## src/rtl/core/lpxc_pkg.sv

```systemverilog
// Shared constants, register indexes and controller/datapath interface types.
package lpxc_pkg;

  localparam int unsigned PASS_MAX = 16;
  localparam int unsigned LEN_W    = 5;
  localparam int unsigned IDX_W    = 4;

  localparam logic [31:0] LCG_MULT  = 32'd1103515245;
  localparam logic [31:0] LCG_INC   = 32'd12345;
  localparam logic [14:0] RND_LIMIT = 15'd25000;

  typedef enum logic [1:0] {
    REG_PASS_LOW  = 2'd0,
    REG_PASS_HIGH = 2'd1,
    REG_PASS_LEN  = 2'd2,
    REG_KEY       = 2'd3
  } cfg_reg_t;

  typedef struct packed {
    logic capture;
    logic init_build;
    logic step_build;
    logic load_seed;
    logic mult;
    logic finish;
  } lpxc_cmd_t;

  typedef struct packed {
    logic need_build;
    logic build_done;
    logic out_free;
  } lpxc_status_t;

endpackage

```

## src/rtl/core/lpxc_ctrl.sv

```systemverilog
// Sequencer: accept, optional seed build, LCG multiply, result write.
module lpxc_ctrl (
  input  logic                 clk,
  input  logic                 rst,
  input  logic                 in_tvalid,
  output logic                 in_tready,
  output lpxc_pkg::lpxc_cmd_t  cmd,
  input  lpxc_pkg::lpxc_status_t status
);
  import lpxc_pkg::*;

  typedef enum logic [1:0] {
    ST_IDLE,
    ST_BUILD,
    ST_MUL,
    ST_FIN
  } state_t;

  state_t state;

  always_ff @(posedge clk) begin
    if (rst) begin
      state <= ST_IDLE;
    end else begin
      unique case (state)
        ST_IDLE: begin
          if (in_tvalid) begin
            state <= status.need_build ? ST_BUILD : ST_MUL;
          end
        end
        ST_BUILD: begin
          if (status.build_done) begin
            state <= ST_MUL;
          end
        end
        ST_MUL: begin
          state <= ST_FIN;
        end
        ST_FIN: begin
          if (status.out_free) begin
            state <= ST_IDLE;
          end
        end
        default: state <= ST_IDLE;
      endcase
    end
  end

  always_comb begin
    in_tready      = (state == ST_IDLE);
    cmd.capture    = (state == ST_IDLE) && in_tvalid;
    cmd.init_build = cmd.capture && status.need_build;
    cmd.step_build = (state == ST_BUILD) && !status.build_done;
    cmd.load_seed  = (state == ST_BUILD) && status.build_done;
    cmd.mult       = (state == ST_MUL);
    cmd.finish     = (state == ST_FIN) && status.out_free;
  end

  a_capture_path: assert property (@(posedge clk) disable iff (rst)
    cmd.capture |=> (state == ST_BUILD || state == ST_MUL))
    else $error("captured transaction did not start processing");

  a_finish_idle: assert property (@(posedge clk) disable iff (rst)
    cmd.finish |=> (state == ST_IDLE))
    else $error("controller did not return to idle after result write");

  a_cmd_exclusive: assert property (@(posedge clk) disable iff (rst)
    $onehot0({cmd.capture, cmd.step_build, cmd.load_seed, cmd.mult, cmd.finish}))
    else $error("conflicting datapath commands");

endmodule

```

## src/rtl/core/lpxc_dp.sv

```systemverilog
// Datapath: config registers, seed builder, LCG stage and output register.
module lpxc_dp (
  input  logic                   clk,
  input  logic                   rst,
  input  logic                   cfg_we,
  input  logic [1:0]             cfg_index,
  input  logic [63:0]            cfg_data,
  input  logic [7:0]             in_data,
  input  logic                   in_restart,
  input  lpxc_pkg::lpxc_cmd_t    cmd,
  output lpxc_pkg::lpxc_status_t status,
  output logic                   out_tvalid,
  input  logic                   out_tready,
  output logic [7:0]             out_tdata
);
  import lpxc_pkg::*;

  logic [63:0]        pass_low;
  logic [63:0]        pass_high;
  logic [LEN_W-1:0]   pass_length;
  logic [31:0]        cipher_key;

  logic [31:0]        seed;
  logic [IDX_W-1:0]   pass_index;
  logic               seed_pending;
  logic [LEN_W-1:0]   build_cnt;
  logic [31:0]        acc;
  logic [31:0]        prod;
  logic [7:0]         data;

  logic [LEN_W-1:0]   eff_len;
  logic [127:0]       pass_all;
  logic [7:0]         build_byte;
  logic [31:0]        seed_next;
  logic [14:0]        rnd;
  logic [IDX_W-1:0]   idx_use;
  logic [LEN_W-1:0]   idx_inc;
  logic [IDX_W-1:0]   pass_index_next;
  logic [7:0]         ks;

  assign eff_len  = (pass_length > LEN_W'(PASS_MAX)) ? LEN_W'(PASS_MAX) : pass_length;
  assign pass_all = {pass_high, pass_low};

  assign build_byte = pass_all[build_cnt[IDX_W-1:0]*8 +: 8];

  assign seed_next = prod + LCG_INC;
  assign rnd       = seed_next[30:16];

  // Wrap a stale index first, then advance and wrap at the length.
  always_comb begin
    idx_use = ({1'b0, pass_index} >= eff_len) ? '0 : pass_index;
    idx_inc = {1'b0, idx_use} + LEN_W'(1);
    pass_index_next = (idx_inc >= eff_len) ? '0 : idx_inc[IDX_W-1:0];
    if (rnd > RND_LIMIT) begin
      ks = (eff_len == '0) ? 8'd0 : pass_all[idx_use*8 +: 8];
    end else begin
      ks = rnd[7:0];
    end
  end

  assign status.need_build = in_restart || seed_pending;
  assign status.build_done = (build_cnt == eff_len);
  assign status.out_free   = !out_tvalid || out_tready;

  always_ff @(posedge clk) begin
    if (rst) begin
      pass_low    <= '0;
      pass_high   <= '0;
      pass_length <= LEN_W'(1);
      cipher_key  <= '0;
    end else if (cfg_we) begin
      unique case (cfg_index)
        REG_PASS_LOW:  pass_low    <= cfg_data;
        REG_PASS_HIGH: pass_high   <= cfg_data;
        REG_PASS_LEN:  pass_length <= cfg_data[LEN_W-1:0];
        REG_KEY:       cipher_key  <= cfg_data[31:0];
        default: ;
      endcase
    end
  end

  always_ff @(posedge clk) begin
    if (rst) begin
      seed         <= '0;
      pass_index   <= '0;
      seed_pending <= 1'b1;
      build_cnt    <= '0;
      out_tvalid   <= 1'b0;
    end else begin
      if (cmd.init_build) begin
        build_cnt <= '0;
      end else if (cmd.step_build) begin
        build_cnt <= build_cnt + LEN_W'(1);
      end
      if (cmd.load_seed) begin
        seed         <= acc;
        pass_index   <= '0;
        seed_pending <= 1'b0;
      end else if (cmd.finish) begin
        seed       <= seed_next;
        pass_index <= pass_index_next;
      end
      if (cmd.finish) begin
        out_tvalid <= 1'b1;
      end else if (out_tready) begin
        out_tvalid <= 1'b0;
      end
    end
  end

  always_ff @(posedge clk) begin
    if (cmd.capture) begin
      data <= in_data;
    end
    if (cmd.init_build) begin
      acc <= 32'(cipher_key * {{(32-LEN_W){1'b0}}, eff_len});
    end else if (cmd.step_build) begin
      acc <= acc + ({24'd0, build_byte} ^ cipher_key);
    end
    if (cmd.mult) begin
      prod <= 32'(seed * LCG_MULT);
    end
    if (cmd.finish) begin
      out_tdata <= data ^ ks;
    end
  end

  a_seed_loaded: assert property (@(posedge clk) disable iff (rst)
    cmd.load_seed |=> (!seed_pending && pass_index == '0))
    else $error("seed load left pending flag or index set");

  a_step_bound: assert property (@(posedge clk) disable iff (rst)
    cmd.step_build |-> (build_cnt < eff_len))
    else $error("seed build stepped past the passphrase length");

  a_finish_out: assert property (@(posedge clk) disable iff (rst)
    cmd.finish |=> out_tvalid)
    else $error("result write did not raise output valid");

endmodule

```

## src/rtl/core/lcg_passphrase_xor_cipher_core.sv

```systemverilog
// Top level of the passphrase-keyed LCG byte cipher.
// Each accepted byte is XORed with one keystream byte and gives one result.
// A byte goes through accept, LCG multiply and result write; when restart
// is set, or on the first byte after reset, the seed is rebuilt first by
// an adder that takes one passphrase byte per cycle, L bytes in all, L
// being the passphrase length in use (at most 16). The next byte is
// accepted while a result still waits on the output register.
// Configuration writes take effect at once and never start a reseed.
module lcg_passphrase_xor_cipher_core (
  input  logic        clk,
  input  logic        rst,
  input  logic        cfg_we,
  input  logic [1:0]  cfg_index,
  input  logic [63:0] cfg_data,
  input  logic        s_axis_tvalid,
  output logic        s_axis_tready,
  input  logic [7:0]  s_axis_tdata,   // [7:0] data_in
  input  logic        s_axis_tuser,   // [0] restart
  output logic        m_axis_tvalid,
  input  logic        m_axis_tready,
  output logic [7:0]  m_axis_tdata    // [7:0] data_out
);
  import lpxc_pkg::*;

  lpxc_cmd_t    cmd;
  lpxc_status_t status;

  lpxc_ctrl u_ctrl (
    .clk       (clk),
    .rst       (rst),
    .in_tvalid (s_axis_tvalid),
    .in_tready (s_axis_tready),
    .cmd       (cmd),
    .status    (status)
  );

  lpxc_dp u_dp (
    .clk        (clk),
    .rst        (rst),
    .cfg_we     (cfg_we),
    .cfg_index  (cfg_index),
    .cfg_data   (cfg_data),
    .in_data    (s_axis_tdata),
    .in_restart (s_axis_tuser),
    .cmd        (cmd),
    .status     (status),
    .out_tvalid (m_axis_tvalid),
    .out_tready (m_axis_tready),
    .out_tdata  (m_axis_tdata)
  );

endmodule
```

## config.mk

```make
export PLATFORM = sky130hd
export DESIGN_NAME = lcg_passphrase_xor_cipher_core
export DESIGN_NICKNAME = d
export VERILOG_FILES = /design/src/rtl/core/lpxc_pkg.sv /design/src/rtl/core/lpxc_ctrl.sv /design/src/rtl/core/lpxc_dp.sv /design/src/rtl/core/lcg_passphrase_xor_cipher_core.sv
export SDC_FILE = /design/constraint.sdc
export NUM_CORES = 2
export LEC_CHECK = 0
export BUFFER_PORTS_ARGS = -buffer_cell sky130_fd_sc_hd__buf_2
export CAP_MARGIN = 20
export CORE_MARGIN = 10
export CORE_UTILIZATION = 50
export CTS_CLUSTER_SIZE = 24
export DETAILED_ROUTE_END_ITERATION = 8
export PLACE_DENSITY = 0.76
export SYNTH_ARGS = -nofsm -noshare
export SYNTH_HDL_FRONTEND = slang
export SYNTH_SLANG_ARGS = --single-unit
```

## constraint.sdc

```tcl
create_clock -name clk -period 6.9 [get_ports clk]
set_input_delay 1.38 -clock clk [delete_from_list [all_inputs] [get_ports clk]]
set_output_delay 1.38 -clock clk [all_outputs]
set_load 0.01 [all_outputs]
```

After elaboration in Yosys (flattened, before gate mapping)
Index checks and enable logic that the tools add are counted.
{"block": "totals", "in_bits": 80, "rom_bits": 0, "regBits": 290, "memories": 0, "mem_bits_rw": 0, "latchBits": 0, "output_inout_bits": 10}
{"block": "classes", "eq_ne": 10, "order_cmp": 4, "mul": 2, "shift": 2, "n_mux": 16, "div_mod_pow": 0, "n_bitwise": 2, "addsub": 4, "reduce_logical": 22}
{"cell": "$shiftx 128x8->8", "n": 2}
{"cell": "$mux 32", "n": 4}
{"cell": "$add 32x14->32 const B", "n": 1}
{"cell": "$add 32x32->32", "n": 1}
{"cell": "$mul 32x31->32 const B", "n": 1}
{"cell": "$mul 32x5->32", "n": 1}
{"cell": "$xor 8x32->32", "n": 1}
{"cell": "$mux 8", "n": 2}
{"cell": "$gt 15x15->1 const B", "n": 1}
{"cell": "$eq 2x2->1 const B", "n": 4}
{"cell": "$mux 2", "n": 4}
{"cell": "$mux 4", "n": 2}
{"cell": "$pmux 2 s4", "n": 1}
{"cell": "$reduce_and 2->1", "n": 4}
{"cell": "$xor 8x8->8", "n": 1}
{"cell": "$reduce_bool 2->1", "n": 3}
{"cell": "$add 4x1->5 const B", "n": 1}
{"cell": "$add 5x1->5 const B", "n": 1}
{"cell": "$eq 5x5->1", "n": 1}
{"cell": "$ge 4x5->1", "n": 1}
{"cell": "$ge 5x5->1", "n": 1}
{"cell": "$gt 5x5->1 const B", "n": 1}
{"cell": "$logic_and 1x1->1", "n": 5}
{"cell": "$logic_not 5->1", "n": 1}
{"cell": "10 further kinds", "n": 17}

Longest topological paths before layout
{"block": "logic_depth", "word_depth": 8, "mapped_depth": 25, "depth_no_buf": 25}

Hierarchy
Synthesis repeated with hierarchy kept, for this count alone.
{"block": "unflattened", "cells_unflattened": 3007, "area_unflattened_um2": 27086.0}
{"module": "lpxc_dp", "cells_per_inst": 2981, "seq_area_each_um2": 6466.2, "instances": 1, "area_per_inst_um2": 26850.8}
{"module": "lpxc_ctrl", "cells_per_inst": 26, "seq_area_each_um2": 40.0, "instances": 1, "area_per_inst_um2": 235.2}

Worst setup path before layout
Ideal clock, no wire load.
{"block": "synth_path", "kind": "register -> register", "start": "register u_dp.seed[6]", "end": "register u_dp.prod[29], data pin", "arrival_ns": 5.965, "path_stages_with_launch": 26, "synth_period_minus_slack_ns": 6.223, "setup_ns": 0.258, "setup_slack_ns": 0.677, "cell_sequence": "dfxtp_1 -> ha_1 -> xor2_1 -> ha_1 -> nor2_1 -> fa_1 -> fa_1 -> inv_1 -> fa_1 -> inv_1 -> fa_1 -> inv_1 -> fa_1 -> inv_1 -> fa_1 -> inv_1 -> ha_1 -> a21o_1 -> a21o_1 -> a21o_1 -> nand3_1 -> nand2_1 -> a41oi_1 -> o2111ai_1 -> a21oi_1 -> xnor2_1"}
{"block": "synth_via", "elab_chain_cells": 1}
{"element": "start: declaration", "line": "lpxc_dp.sv:23", "source": "logic [31:0] seed;"}
{"element": "start signal: assignment", "line": "lpxc_dp.sv:100", "source": "seed <= seed_next;"}
{"element": "$mul 32x31->32", "line": "lpxc_dp.sv:121", "source": "prod <= 32'(seed * LCG_MULT);"}
{"element": "end signal: assignment", "line": "lpxc_dp.sv:121"}
{"element": "end: declaration", "line": "lpxc_dp.sv:28", "source": "logic [31:0] prod;"}
Every way passes these cells.
A chain may end at the register's enable or synchronous reset.

Worst setup path in the final report
{"block": "layout_path", "start": "register u_dp.seed[9]", "end": "register u_dp.prod[30], data pin"}
The elaborated chain is that of the path after synthesis.

==> flow_summary.toml <==
[outcome]
status = "completed"

[route]
drc = 0
num_vias = 21700
ant_nets = 0
drt_iter0_markers = 1893
viasPerCell = 5.79
dr.pass1.iters = 6
wl_per_cell_microns = 20.0
wl_microns = 75100

[power_and_ir_drop]
p_total_mw = 11.4
power.density_mw_per_mm2 = 386
vdd_ir_drop_max_mv = 0.297
p_leak_nw = 13.4

[placement]
hpwl_microns = 58900
portBuffers = 89
gp_congestion = 0.993
dpl_cell_area_sq_mm = 0.0282

[critical_path]
crit_fanout = 6
cp.arrival_ns = 6.81
endpoint_kind = "flop"
start_kind = "flop"
setup.worst_path.class = "flop to flop"
cp.required_ns = 7.18

[cts]
cts.sinks = 286
postCtsHoldBufs = 0
cts_root_buf = "clkbuf_16"
cts_resized = 0
cts_tree = "done"
clock_latency_ns = 0.56
clockBufferDepth = 3
clk_pin_slew_ns = 0.06
post_cts_buffers = 0
cts_buffers = 34
htreeDepth = 2

[floorplanning]
row_count = 85
start_util_pct = 50.3
die_y_microns = 253
coreArea_sq_mm = 0.0537
pin_count = 90
die_w_microns = 253
dieArea_sq_mm = 0.0638

[grt]
track_usage_pct = 23.7
grt_pass1_wl_microns = 120000
overflow = 0
grt_pass1_vias = 21600
grt_max_degree = 134
antenna_found_initial = 10

[synth]
synth_most_common_cell = "nand2_1"
yosysUniqueCellTypes = 78
synth_fp_nets = 3582
ys_ff_latch = 286
synth_top_cell_by_area = "fa_1"
synth_cells = 2997
synth.top_cell.area_share_pct = 19.0
synth-edff-count = 78
async_flop_share_pct = 0
synth_area_leaders = "fa_1 19%, dfxtp_1 15%, ha_1 11%, edfxtp_1 8.7%, nand2_1 6.7%"
synth_commonest_cells = "482 x nand2_1, 385 x inv_1, 279 x a21oi_1"
seq_area_frac_synth_pct = 24.1
synth_area_per_cell_sq_um = 9.02
ys_warn_count = 0
ys.flop_type = "dfxtp_1"
syn_area_sq_mm = 0.0270

[timing]
fin_skew_ns = 0.0234
slew_headroom_pct = 32.2
tns_ns = 0
worst-slew-pin-transition_ns = 1.02
hold_viol_final = 0
finalSetupViolations = 0
fmax_ghz = 0.153
post-route-period-util_pct = 94.7
slew_viol_final = 0
fin_crit_ns = 6.53
rsz0062_at_grt = "false"
hold_slack_ns = 0.470

[cells_and_area]
fin_nets = 3618
final_area_sq_mm = 0.0294
area_delta_synth_final_pct = 8.82
final_layout_size_suffix_gt1_share_pct = 8.86

[worst_hold_path]
hp-class = "flop to flop"

[run]
max_cap_viol_count = 0
==> layout by cell type, fill, tap and decap left out, types with 11 or more instances in the layout <==
| master | count |
|---|---|
| ha_1 | 248 |
| o21a_1 | 12 |
| dfxtp_1 | 206 |
| a211oi_1 | 39 |
| fa_1 | 257 |
| and3_1 | 14 |
| a21oi_1 | 279 |
| nand3_1 | 28 |
| or3_1 | 11 |
| xor2_1 | 76 |
| o21ai_0 | 70 |
| buf_2 | 88 |
| a21o_1 | 44 |
| inv_1 | 385 |
| xnor2_1 | 84 |
| nand2_1 | 482 |
| mux2i_1 | 36 |
| a31oi_1 | 15 |
| o22ai_1 | 23 |
| nand2b_1 | 18 |
| nor3_1 | 38 |
| o211ai_1 | 11 |
| buf_4 | 36 |
| nor2b_1 | 11 |
| nor2_1 | 129 |
| clkbuf_16 | 35 |
| nand4_1 | 15 |
| mux4_2 | 47 |
| edfxtp_1 | 78 |
| and2_1 | 67 |
==> critical path, cell delays in order, from the launching register on <==
cell	delay, ns
dfxtp_1	0.41
ha_1	0.39
inv_1	0.10
fa_1	0.47
fa_1	0.51
fa_1	0.50
inv_1	0.06
fa_1	0.50
fa_1	0.51
fa_1	0.50
inv_1	0.05
fa_1	0.48
inv_1	0.05
ha_1	0.38
a21o_1	0.17
nor4_1	0.05
o21a_1	0.14
o31ai_1	0.52
nand4_1	0.15
nand4b_1	0.13
a21oi_1	0.08
xnor2_1	0.12
==> kinds of logic (layout without fill, tap and decap cells) <==
group | Yosys count | in the layout | share of synthesized area (%)
compound gates | 598 | 598 | 13.8
xor+xnor | 160 | 160 | 5.18
fa+ha+maj | 505 | 505 | 30.5
buf+inv | 512 | 574 | 7.11
flops | 286 | 286 | 24.1
mux | 84 | 84 | 5.29
other cells | 0 | 1 | 0
simple gates | 852 | 852 | 14.1
==> metal layers <==
layer  GRT usage [%]  part of all wire [%]  vias up
li1                -                     -    10100
met1            29.6                    41    10600
met2            39.8                    48      785
met3            4.15                   6.3      214
met4            9.71                   4.2       18
met5               0                  0.17        -
==> registers in the layout, indices dropped and copies added (netlist names) <==
name               count
u_dp.seed_pending      1
u_dp.cipher_key       31
u_dp.prod             31
u_dp.build_cnt         5
u_dp.out_tdata         8
u_ctrl.state           2
u_dp.pass_index        4
u_dp.out_tvalid        1
u_dp.pass_low         64
u_dp.pass_high        64
u_dp.data              8
u_dp.pass_length       5
u_dp.seed             31
u_dp.acc              31
==> power breakdown <==
group	switching, mW	total [mW]	internal (mW)
clock	0.768	1.93	1.16
sequential	0.357	2.67	2.31
combinational	4.00	6.77	2.77
total	5.12	11.4	6.24
==> worst paths after layout <==
path                                   startpoint                         endpoint  cells after the start  slack [ns]
setup / recovery        u_dp.seed[9]$_SDFFE_PP0P_          u_dp.prod[30]$_DFFE_PP_                     21        0.37
hold / removal    u_dp.pass_high[16]$_SDFFE_PP0P_  u_dp.pass_high[16]$_SDFFE_PP0P_                      2        0.47
setup reg to reg        u_dp.seed[9]$_SDFFE_PP0P_          u_dp.prod[30]$_DFFE_PP_                     21        0.37
hold reg to reg   u_dp.pass_high[16]$_SDFFE_PP0P_  u_dp.pass_high[16]$_SDFFE_PP0P_                      2        0.47
==> stage by stage <==
stage	cells	util, %	setup slack (ns)
floorplan	2997	-	0.677
global placement	3692	52.5	0.374
detailed placement	3692	52.5	0.374
CTS	3754	54.7	0.318
global route	3756	54.8	0.0190
finish	3756	54.8	0.366
==> final cells by class <==
class,instances,area (sq um)
diodes,1,2.50
clock buffers,45,983
clock inverters,17,219
fillers,4715,24300
inverters,386,1450
multi-input cells,2199,18600
flip-flops and latches,286,6510
well taps,696,871
repair buffers,126,737
Power figures use the tool's default switching activity.
